## src/hdl/ofdmeq_pkg.sv

```systemverilog
// ----------------------------------------------------------------------------
// OFDM carrier equaliser package
// Shared types and constants for the equaliser controller and datapath.
// ----------------------------------------------------------------------------
package ofdmeq_pkg;

   localparam int SAMPLE_W  = 16;
   localparam int NV_W      = 24;
   localparam int SPACING_W = 5;
   localparam int PHASE_W   = 4;
   localparam int INDEX_W   = 10;
   localparam int PROD_W    = 32;
   localparam int NUM_W     = 33;
   localparam int DEN_W     = 33;
   localparam int DIVD_W    = 45;
   localparam int QUO_W     = 17;
   localparam int DIV_STEPS = QUO_W;
   localparam int DCNT_W    = 5;

   localparam logic [SPACING_W-1:0] SPACING_RESET = 5'd4;
   localparam logic [SPACING_W-1:0] SPACING_MAX   = 5'd16;
   localparam logic [NV_W-1:0]      NV_FLOOR      = 24'd1;
   localparam logic [13:0]          FADE_NUM      = 14'd10000;

   typedef enum logic [2:0] {
      ST_IDLE,
      ST_MUL,
      ST_SUM,
      ST_DEN,
      ST_PREP,
      ST_DIV,
      ST_OUT
   } ofdmeq_state_type;

   typedef struct packed {
      logic               capture;
      logic               do_mul;
      logic               do_sum;
      logic               do_den;
      logic               div_load;
      logic               div_step;
      logic               out_load;
      logic [INDEX_W-1:0] data_index;
   } ofdmeq_cmd_type;

   typedef struct packed {
      logic out_blocked;
   } ofdmeq_sts_type;

endpackage

```

## src/hdl/ofdmeq_ctrl.sv

```systemverilog
// ----------------------------------------------------------------------------
// OFDM carrier equaliser controller
// Pilot spacing CSR, carrier position counters and the sequencing FSM.
// ----------------------------------------------------------------------------
module ofdmeq_ctrl #(
   parameter int MAX_USED_CARRIERS = 1024
) (
   input  logic                        clock,
   input  logic                        reset,
   input  logic                        req_valid,
   input  logic                        req_last_carrier,
   output logic                        req_ready,
   input  logic                        csr_valid,
   input  logic [4:0]                  csr_pilot_spacing,
   output logic                        csr_ready,
   output ofdmeq_pkg::ofdmeq_cmd_type  cmd,
   input  ofdmeq_pkg::ofdmeq_sts_type  sts
);
   import ofdmeq_pkg::*;

   localparam int               POS_W    = $clog2(MAX_USED_CARRIERS);
   localparam logic [POS_W-1:0] POS_LAST = POS_W'(MAX_USED_CARRIERS - 1);

   ofdmeq_state_type     state_ff, state_in;
   logic [SPACING_W-1:0] spacing_ff, spacing_in;
   logic [POS_W-1:0]     pos_ff, pos_in;
   logic [PHASE_W-1:0]   phase_ff, phase_in;
   logic [INDEX_W-1:0]   dcount_ff, dcount_in;
   logic [DCNT_W-1:0]    step_ff, step_in;
   logic [SPACING_W-1:0] sp_eff;
   logic [PHASE_W-1:0]   sp_m1;
   logic                 accept, is_pilot;

   assign accept    = req_valid && (state_ff == ST_IDLE);
   assign is_pilot  = (phase_ff == '0);
   assign req_ready = (state_ff == ST_IDLE);
   assign csr_ready = 1'b1;

   always_comb begin
      if (spacing_ff == '0)              sp_eff = SPACING_W'(1);
      else if (spacing_ff > SPACING_MAX) sp_eff = SPACING_MAX;
      else                               sp_eff = spacing_ff;
   end
   assign sp_m1 = PHASE_W'(sp_eff - SPACING_W'(1));

   // position counters step on every accepted word, pilot or not
   always_comb begin
      spacing_in = csr_valid ? csr_pilot_spacing : spacing_ff;
      pos_in     = pos_ff;
      phase_in   = phase_ff;
      dcount_in  = dcount_ff;
      if (accept) begin
         phase_in  = (phase_ff >= sp_m1) ? '0 : phase_ff + 1'b1;
         dcount_in = is_pilot ? dcount_ff : dcount_ff + 1'b1;
         pos_in    = pos_ff + 1'b1;
         if (req_last_carrier || pos_ff >= POS_LAST) begin
            pos_in    = '0;
            phase_in  = '0;
            dcount_in = '0;
         end
      end
   end

   always_comb begin
      state_in = state_ff;
      case (state_ff)
         ST_IDLE: if (accept && !is_pilot) state_in = ST_MUL;
         ST_MUL:  state_in = ST_SUM;
         ST_SUM:  state_in = ST_DEN;
         ST_DEN:  state_in = ST_PREP;
         ST_PREP: state_in = ST_DIV;
         ST_DIV:  if (step_ff == DCNT_W'(DIV_STEPS - 1)) state_in = ST_OUT;
         ST_OUT:  if (!sts.out_blocked) state_in = ST_IDLE;
         default: state_in = ST_IDLE;
      endcase
   end

   always_comb begin
      cmd            = '0;
      cmd.data_index = dcount_ff;
      step_in        = step_ff;
      case (state_ff)
         ST_IDLE: cmd.capture = accept && !is_pilot;
         ST_MUL:  cmd.do_mul  = 1'b1;
         ST_SUM:  cmd.do_sum  = 1'b1;
         ST_DEN:  cmd.do_den  = 1'b1;
         ST_PREP: begin
            cmd.div_load = 1'b1;
            step_in      = '0;
         end
         ST_DIV: begin
            cmd.div_step = 1'b1;
            step_in      = step_ff + 1'b1;
         end
         ST_OUT:  cmd.out_load = !sts.out_blocked;
         default: cmd = '0;
      endcase
   end

   always_ff @(posedge clock) begin
      if (reset) begin
         state_ff   <= ST_IDLE;
         spacing_ff <= SPACING_RESET;
         pos_ff     <= '0;
         phase_ff   <= '0;
         dcount_ff  <= '0;
         step_ff    <= '0;
      end else begin
         state_ff   <= state_in;
         spacing_ff <= spacing_in;
         pos_ff     <= pos_in;
         phase_ff   <= phase_in;
         dcount_ff  <= dcount_in;
         step_ff    <= step_in;
      end
   end

endmodule

```

## config.mk

```make
export PLATFORM = sky130hd
export DESIGN_NAME = ofdmeq_ctrl
export DESIGN_NICKNAME = d
export VERILOG_FILES = /design/src/hdl/ofdmeq_pkg.sv /design/src/hdl/ofdmeq_ctrl.sv
export SDC_FILE = /design/constraint.sdc
export NUM_CORES = 1
export LEC_CHECK = 0
export BUFFER_PORTS_ARGS = -buffer_cell sky130_fd_sc_hd__buf_2
export CORE_MARGIN = 4
export CORE_UTILIZATION = 30
export CTS_CLUSTER_DIAMETER = 60
export CTS_CLUSTER_SIZE = 40
export DETAILED_ROUTE_END_ITERATION = 8
export SLEW_MARGIN = 10
export SYNTH_ARGS = -nofsm -noshare
export SYNTH_HDL_FRONTEND = slang
export SYNTH_SLANG_ARGS = --single-unit
```

## constraint.sdc

```tcl
create_clock -name clock -period 2 [get_ports clock]
set_input_delay 0.4 -clock clock [delete_from_list [all_inputs] [get_ports clock]]
set_output_delay 0.4 -clock clock [all_outputs]
set_load 0.01 [all_outputs]
```

==> results of run 1 <==
report_power, final:
| part | internal (µW) | total [µW] | leakage [µW] | switching [µW] |
|---|---|---|---|---|
| sequential | 773 | 804 | 0.000300 | 31.0 |
| combinational | 219 | 509 | 0.000679 | 289 |
| clock | 241 | 497 | 0.0000450 | 256 |
logic make-up after synthesis:
| logic type | Yosys count | share of synthesized area |
|---|---|---|
| and+or+nand+nor | 112 | 0.304 |
| AOI/OAI and AO/OA | 51 | 0.159 |
| DFF | 37 | 0.365 |
| buffers and inverters | 21 | 0.0475 |
| adders and majority gates | 11 | 0.0679 |
| xor gates and xnor gates | 8 | 0.0346 |
| muxes | 4 | 0.0198 |
| other | 1 | 0.00185 |
how the worst min path moves through the flow:
stage / to / start
4_1_cts: spacing_ff[2] / csr_pilot_spacing[2]
6_report: spacing_ff[2] / csr_pilot_spacing[2]
2_1_floorplan: dcount_ff[9] / dcount_ff[9]
3_3_place_gp: pos_ff[1] / pos_ff[1]
3_5_place_dp: pos_ff[1] / pos_ff[1]
5_1_grt: spacing_ff[2] / csr_pilot_spacing[2]
sequential cells by signal, indices dropped and copies added (netlist names):
name,flops
spacing_ff,5
dcount_ff,10
state_ff,3
phase_ff,4
step_ff,5
pos_ff,10
through the flow:
step	setup TNS [ns]	std cells
after floorplan	-0.206	245
after global placement	-0.520	355
after detailed placement	-0.669	355
after CTS	-0.766	363
after global routing	-1.37	363
final	-0.707	363
layout make-up:
cell class | count | area [µm²] | share of cell area
clock buffers | 6 | 72.6 | 0.0298
repair buffers | 44 | 260 | 0.107
inverters | 10 | 37.5 | 0.0154
well taps | 77 | 96.3 | 0.0396
multi-input cells | 187 | 1210 | 0.499
flip-flops and latches | 37 | 742 | 0.305
clock inverters | 2 | 10.0 | 0.00412
layer usage:
metal / GRT usage / routed length, µm
met5: 0 / 0
met2: 0.174 / 1920
met1: 0.144 / 2090
met4: 0.0306 / 23
met3: 0.0351 / 204
worst max-delay path, delay by kind of cell, from the launching register on:
kind | cells | cell delay, ns
AOI/OAI and AO/OA | 4 | 0.78
adders and majority gates | 2 | 0.57
and+or+nand+nor | 2 | 0.47
DFF | 1 | 0.32
placed cells by master, fill, tap and decap left out, types with 2 or more instances in the layout:
master,synthesis,routed
nor2_1,23,22
inv_1,10,10
xor2_1,4,4
or3_1,7,7
nor3_1,10,9
clkbuf_8,0,5
clkinv_2,0,2
a211o_1,3,3
nand2b_1,4,4
and3_1,3,3
o21a_1,5,5
nand2_1,18,18
ha_1,11,11
buf_2,2,28
mux2i_1,4,4
a21o_1,3,3
nand3b_1,4,4
buf_4,2,16
and4_1,3,3
o21ai_0,7,7
a21oi_1,20,20
and2_1,11,11
nor3b_1,2,2
dfxtp_1,37,36
nor2b_1,6,6
o31ai_1,2,2
xnor2_1,4,4
or4_1,2,2
nand4_1,3,3
or2_2,3,3
a31oi_1,4,4
nand3_1,10,9
repair_timing:
item | 4_1_cts | 5_1_grt
endpoints found under the setup margin | 5 | 17
pin swaps | 2 | 1
resized for setup | 1 | 3
hold buffers | 0 | 0
==> impl_metrics.csv, run 1 <==
group,metric,value,unit
place,dpl-instance-area,0.00233,mm²
critical_path,crit_type,"flop to flop",
place,globalplace.congestion,0.776,
final_layout,final_cell_area,0.00243,mm²
global_route,gr-usage-all-layers,0.110,
critical_path,reg2regPathDepth,8,
sta,fin_skew,0.00272,ns
sta,post-route-period-util,1.10,
global_route,overflow,0,
route,num_vias,1764,
synthesis,syn_inst,245,
place,place_hpwl,3190,µm
route,drtPass1Iterations,4,
clock_network,numClockSinks,37,
hold_path,hp-class,"primary input to flop",
floorplanning,die_h,90.2,µm
critical_path,crit_chain,"nor3_2 -> o21bai_1 -> ha_1 -> ha_1 -> a211o_1 -> a211o_1 -> or3_1 -> a21oi_1",
synthesis,syn_area,0.00203,mm²
floorplanning,rows,29,
clock_network,clkTransAtPathRegs,0.07,ns
place,place_ws,-0.185,ns
global_route,grt_pass1_vias,1715,
sta,maxSlewViolCount,0,
clock_network,tritoncts,"built",
critical_path,r2r-end,"phase_ff[1]",
critical_path,cpPeakStageDelay,0.32,ns
synthesis,synth_seq_cells,37,
critical_path,cp-startpoint,"spacing_ff[3]",
synthesis,synth.area.top_cells,"dfxtp_1 37%, ha_1 6.8%, a21oi_1 4.9%",
synthesis,yosysMostFrequentCell,"dfxtp_1",
synthesis,synthFlopType,"dfxtp_1",
power_and_ir_drop,leakagePower,0.00102,µW
route,ant_nets,0,
clock_network,htree_levels,2,
route,vias_per_cell,4.86,
final_layout,final_net_count,307,
critical_path,cp-end-kind,"flop",
hold_path,min_path_cells,2,
floorplanning,start_util,0.314,
route,wirelength,4240,µm
floorplanning,die_w,90.2,µm
power_and_ir_drop,finalPower,1810,µW
route,wl_per_cell,11.7,µm
sta,whs,0.326,ns
synthesis,synth_top_area_frac,0.365,
sta,finalHoldViolCount,0,
floorplanning,core_area,0.00646,mm²
final_layout,area_growth,20.0,%
route,drc,0,
sta,fmax,0.455,GHz
critical_path,crit_path_top_delay_cell,"dfxtp_2",
run_status,status,"complete, but fails checks",
sta,grt_setup_unrepaired,"yes",
sta,final-setup-viol-count,5,
flow_run,maxCapViolCount,0,
critical_path,startpoint_type,"flop",
global_route,grt_pass1_wl,7590,µm
final_layout,diodes,0,
sta,setup_slack,-0.198,ns
final_layout,drive_above_1_share,0.220,
synthesis,ys_types,43,
synthesis,yosys_warnings,0,
synthesis,synth-seq-area-share,0.365,
critical_path,r2r-start,"spacing_ff[3]",
final_layout,utilization,0.377,
route,drt-initial-drc-count,71,
critical_path,required,2.22,ns
critical_path,r2r_setup_slack,-0.20,ns
floorplanning,num_io_pins,30,
sta,min_period,2.20,ns
synthesis,syn_nets,267,
power_and_ir_drop,power_density,744,mW/mm²
floorplanning,die_area,0.00814,mm²
run_status,violations,"setup timing",
synthesis,avgSynthCellArea,8.27,µm²
clock_network,numCtsBuffers,5,
global_route,grt_max_degree,23,
clock_network,clockBufferDepth,2,
final_layout,fill_cells,704,
critical_path,setup.worst_path.end,"phase_ff[1]",
clock_network,clk_latency,0.28,ns
clock_network,post_cts_buffers,0,
clock_network,root_buffer,"clkbuf_8",
synthesis,synth_edf_count,0,
critical_path,arrival,2.41,ns
synthesis,synth-async-reset-ratio,0,
place,numPortBuffers,28,
critical_path,critPathMaxFanout,3,
synthesis,synth_common_cells,"37 x dfxtp_1, 23 x nor2_1, 20 x a21oi_1",
synthesis,yosys.area.top_type,"dfxtp_1",
power_and_ir_drop,peakVddDrop,0.000441,V
global_route,antenna_found_initial,0,
Note: power is estimated with default switching activity, not from simulation.
==> run 2: changes to the inputs <==
Clock period 2 ns to 2.5 ns, I/O delays scaled along.
==> run 2 against run 1 <==
Effect of this change: the flow now finishes without violations; fmax fell by 5.0%; setup slack improved by 0.38 ns; sequential power fell by 15%; die area did not move; cell count fell by 4.7%; clock skew rose by 0.0030 ns; sequential share of layout area rose by 1.9 points; wire length fell by 2.8%; worst hold slack improved by 0.098 ns; critical path type unchanged.
==> impl_metrics.csv, run 2 (synthesis results as in run 1) <==
group,metric,value,unit
run_status,status,"complete, no violations",
floorplanning,die_h,90.2,µm
global_route,antenna_found_initial,0,
flow_run,maxCapViolCount,0,
final_layout,diodes,0,
clock_network,cts_resized,0,
final_layout,final_cell_area,0.00229,mm²
sta,fmax,0.432,GHz
clock_network,tritoncts,"built",
power_and_ir_drop,switching_share,0.321,
power_and_ir_drop,pwr-share-seq,0.503,
sta,post-route-period-util,0.925,
clock_network,clockBufferDepth,2,
route,ant_nets,0,
critical_path,required,2.71,ns
sta,fin_skew,0.00576,ns
power_and_ir_drop,switchingPower,436,µW
final_layout,multi_input_area,0.00119,mm²
final_layout,utilization,0.354,
global_route,overflow,0,
power_and_ir_drop,power_density,595,mW/mm²
place,place_hpwl,3020,µm
clock_network,root_buffer,"clkbuf_8",
global_route,grt_max_degree,24,
final_layout,fill_cells,684,
final_layout,top_regs,"dcount_ff: 10 flops, pos_ff: 10 flops",
final_layout,final_net_count,292,
floorplanning,die_w,90.2,µm
sta,final-setup-viol-count,0,
route,wl_per_cell,11.9,µm
sta,tightest_slew,0.573,ns
global_route,gr-usage-all-layers,0.107,
final_layout,drive_above_1_share,0.160,
sta,setup_slack,0.187,ns
floorplanning,num_io_pins,30,
place,numPortBuffers,28,
hold_path,hp-class,"primary input to flop",
route,drt-initial-drc-count,65,
power_and_ir_drop,p_int,924,µW
critical_path,crit_type,"flop to flop",
power_and_ir_drop,combPwrFrac,0.220,
clock_network,clkTransAtPathRegs,0.07,ns
floorplanning,core_area,0.00646,mm²
route,drtPass1Iterations,5,
final_layout,area_growth,12.8,%
critical_path,arrival,2.53,ns
critical_path,cp-end-kind,"flop",
floorplanning,die_area,0.00814,mm²
sta,slew_headroom,0.618,
sta,min_period,2.31,ns
power_and_ir_drop,clkPwrFrac,0.277,
global_route,grt_pass1_vias,1621,
final_layout,final_cell_mix,"37 x dfxtp_1, 28 x buf_2, 23 x nor2_1",
final_layout,regArea,741,µm²
floorplanning,start_util,0.314,
sta,maxSlewViolCount,0,
power_and_ir_drop,peakVddDrop,0.000298,V
critical_path,critPathMaxFanout,4,
route,vias_per_cell,5.10,
floorplanning,rows,29,
global_route,grt_pass1_wl,7320,µm
sta,grt_setup_unrepaired,"no",
hold_path,hold_path.startpoint,"csr_pilot_spacing[2]",
clock_network,numClockSinks,37,
final_layout,final_common_cell,"dfxtp_1",
place,place_ws,0.200,ns
sta,finalSetupTns,0,ns
clock_network,clk_latency,0.28,ns
route,num_vias,1764,
route,wirelength,4120,µm
clock_network,htree_levels,2,
route,drc,0,
place,dpl-instance-area,0.00221,mm²
power_and_ir_drop,leakagePower,0.000941,µW
clock_network,numCtsBuffers,5,
clock_network,post_cts_buffers,0,
place,globalplace.congestion,0.781,
critical_path,cp-startpoint,"spacing_ff[1]",
critical_path,startpoint_type,"flop",
critical_path,r2r-start,"spacing_ff[1]",
clock_network,cts_hold_buf,0,
sta,finalHoldViolCount,0,
## run 2: changes by cell type in the layout (fill, tap and decap cells not counted), sizes merged
cell	previous run	this run
buf	44	29
clkbuf	6	5
clkinv	2	1
## run 2: critical path: stages (launching register included)
cell and delay, ns:
dfxtp_1 0.34, nor3_1 0.20, o21bai_1 0.11, ha_1 0.29, ha_1 0.27, a211o_1 0.26
a211o_1 0.33, or3_1 0.32, a21oi_1 0.14
## run 2: area by class of cell
| class | instances | area share |
|---|---|---|
| Clock buffer | 5 | 0.0301 |
| Clock inverter | 1 | 0.00219 |
| Inverter | 10 | 0.0164 |
| Multi-Input combinational cell | 187 | 0.521 |
| Sequential cell | 37 | 0.324 |
| Tap cell | 77 | 0.0421 |
| Timing Repair Buffer | 29 | 0.0646 |
## run 2: power by group through the flow
stage / combinational [µW] / clock, µW / sequential (µW)
after detailed placement: 300 / 0 / 697
final: 299 / 377 / 683
after global routing: 347 / 420 / 693
after global placement: 295 / 0 / 694
after floorplan: 274 / 0 / 652
after CTS: 301 / 397 / 684
## run 2: worst paths after layout
check	end	slack (ns)	depth (start not counted)
worst max register to register	phase_ff[1]	0.19	8
worst min register to register	dcount_ff[9]	0.48	2
worst max-delay path	phase_ff[1]	0.19	8
worst min-delay path	spacing_ff[2]	0.42	2
## run 2: metrics by stage
stage / cells / total power, µW / hold WS (ns)
6_report: 346 / 1360 / 0.424
5_1_grt: 346 / 1460 / 0.419
4_1_cts: 346 / 1380 / 0.413
3_5_place_dp: 340 / 997 / 0.474
3_3_place_gp: 340 / 989 / 0.456
2_1_floorplan: 245 / 926 / 0.447
## run 2: per-layer routing
layer  up-vias  routed length, µm  share of wire  GRT usage
li1        910                  -              -          -
met1       807               2010           0.49      0.139
met2        42               1870           0.45      0.172
met3         5                205          0.050     0.0259
met4         0                 39         0.0095     0.0383
met5         -                  0              0          0
==> run 3: changes to the inputs <==
Settings changed: CORE_ASPECT_RATIO set to 0.9.
Clock period 2.5 ns to 1.9 ns, I/O delays scaled along.
==> run 3 against run 2 <==
Effect of this change: the flow now finishes with violations (setup timing); critical endpoint is now phase_ff[0]; non-clock buffer count is 23 higher; worst hold slack worse by 0.12 ns; sequential share of layout area decreased by 3.0 points; utilization grew 3.3 points; die area about the same; largest power group unchanged; clock power increased by 67%; via count grew 3.3%; critical path type unchanged; clock-buffer cell count increased by 2.
==> impl_metrics.csv, run 3 (synthesis results as in run 1) <==
group,metric,value,unit
run_status,status,"complete, but fails checks",
run_status,violations,"setup timing",
floorplanning,rows,28,
route,wirelength,4520,µm
global_route,grt_max_degree,20,
critical_path,cpMostUsedCell,"a211o_1",
final_layout,top_regs,"dcount_ff: 10 flops, pos_ff: 10 flops",
clock_network,numCtsBuffers,5,
sta,grt_setup_unrepaired,"yes",
final_layout,drive_above_1_share,0.265,
final_layout,fin_cells,384,
global_route,overflow,0,
flow_run,maxCapViolCount,0,
clock_network,htree_levels,2,
critical_path,cpPeakStageDelay,0.33,ns
global_route,gr-usage-all-layers,0.114,
floorplanning,core_area,0.00659,mm²
sta,setup_slack,-0.312,ns
global_route,grt_pass1_wl,7620,µm
critical_path,cp_num_buf_inv,1,
critical_path,cp-end-kind,"flop",
power_and_ir_drop,peakVddDrop,0.000420,V
critical_path,arrival,2.43,ns
sta,finalSetupTns,-1.11,ns
place,placed_cells,371,
final_layout,area_growth,25.7,%
clock_network,tritoncts,"built",
critical_path,startpoint_type,"flop",
global_route,grt_pass1_vias,1745,
power_and_ir_drop,finalPower,2090,µW
clock_network,clk_latency,0.29,ns
clock_network,root_buffer,"clkbuf_8",
sta,fmax,0.452,GHz
sta,whs,0.307,ns
final_layout,final_common_cell,"dfxtp_1",
sta,maxSlewViolCount,0,
sta,post-route-period-util,1.16,
critical_path,required,2.12,ns
floorplanning,num_io_pins,30,
power_and_ir_drop,power_density,820,mW/mm²
place,globalplace.congestion,0.776,
final_layout,final_cell_area,0.00255,mm²
clock_network,numClockSinks,37,
power_and_ir_drop,leakagePower,0.00107,µW
sta,finalHoldViolCount,0,
final_layout,diodes,0,
floorplanning,die_area,0.00814,mm²
critical_path,crit_chain,"nor3_2 -> o21bai_1 -> buf_4 -> ha_1 -> nand2b_1 -> a211o_1 -> a211o_1 -> or3_1 -> a21oi_2",
route,drtPass1Iterations,4,
clock_network,clockBufferDepth,2,
critical_path,crit_type,"flop to flop",
route,wl_per_cell,11.8,µm
final_layout,final_net_count,315,
final_layout,fill_cells,716,
sta,min_period,2.21,ns
critical_path,critPathMaxFanout,3,
sta,final-setup-viol-count,4,
floorplanning,die_w,94.6,µm
hold_path,hp-class,"primary input to flop",
route,num_vias,1823,
route,ant_nets,0,
clock_network,clkTransAtPathRegs,0.08,ns
place,place_hpwl,3220,µm
route,drt-initial-drc-count,73,
global_route,antenna_found_initial,0,
route,vias_per_cell,4.75,
sta,fin_skew,0.0107,ns
place,dpl-instance-area,0.00237,mm²
clock_network,cts_hold_buf,0,
floorplanning,die_h,86.0,µm
critical_path,crit_family,"compound AO/OA/AOI/OAI gates",
place,numPortBuffers,28,
final_layout,final_cell_mix,"33 x dfxtp_1, 28 x buf_2, 23 x buf_4",
floorplanning,start_util,0.308,
critical_path,crit_path_top_delay_cell,"dfxtp_2",
route,drc,0,
==> run 3: worst paths after layout <==
path         cells after the start            startpoint  slack (ns)       endpoint
max                              9         spacing_ff[3]       -0.31    phase_ff[0]
min                              2  csr_pilot_spacing[2]        0.31  spacing_ff[2]
max reg2reg                      9         spacing_ff[3]       -0.31    phase_ff[0]
min reg2reg                      2          dcount_ff[9]        0.49   dcount_ff[9]
==> run 3: routing by layer <==
metal | wire [µm] | up-vias | share of wire | GRT usage
li1 | - | 952 | - | -
met1 | 2310 | 845 | 0.51 | 0.157
met2 | 2060 | 22 | 0.46 | 0.177
met3 | 118 | 4 | 0.026 | 0.0289
met4 | 31 | 0 | 0.0069 | 0.0341
met5 | 0 | - | 0 | 0
==> run 3: cell type report <==
cell class | count | area, µm² | share of cell area
tap | 90 | 113 | 0.0442
timing repair buffer | 52 | 324 | 0.127
sequential | 37 | 748 | 0.294
clock buffer | 7 | 96.3 | 0.0378
clock inverter | 1 | 8.76 | 0.00344
inverter | 10 | 37.5 | 0.0147
multi-input combinational | 187 | 1220 | 0.479
==> run 3: repair_timing <==
action                                  CTS  global route
gates resized for setup                   4             8
endpoints found under the setup margin   16            10
setup buffers                             2             3
pin swaps                                 3             2
==> run 3: power breakdown <==
group          switching (µW)  total [µW]  internal (µW)
sequential               69.2         885            815
clock                     296         631            335
combinational             289         573            284
==> run 3: stage by stage <==
stage | setup WS, ns | util
global route | -0.449 | 0.387
finish | -0.312 | 0.387
CTS | -0.317 | 0.380
detailed placement | -0.299 | 0.360
global placement | -0.252 | 0.360
floorplan | -0.212 | -
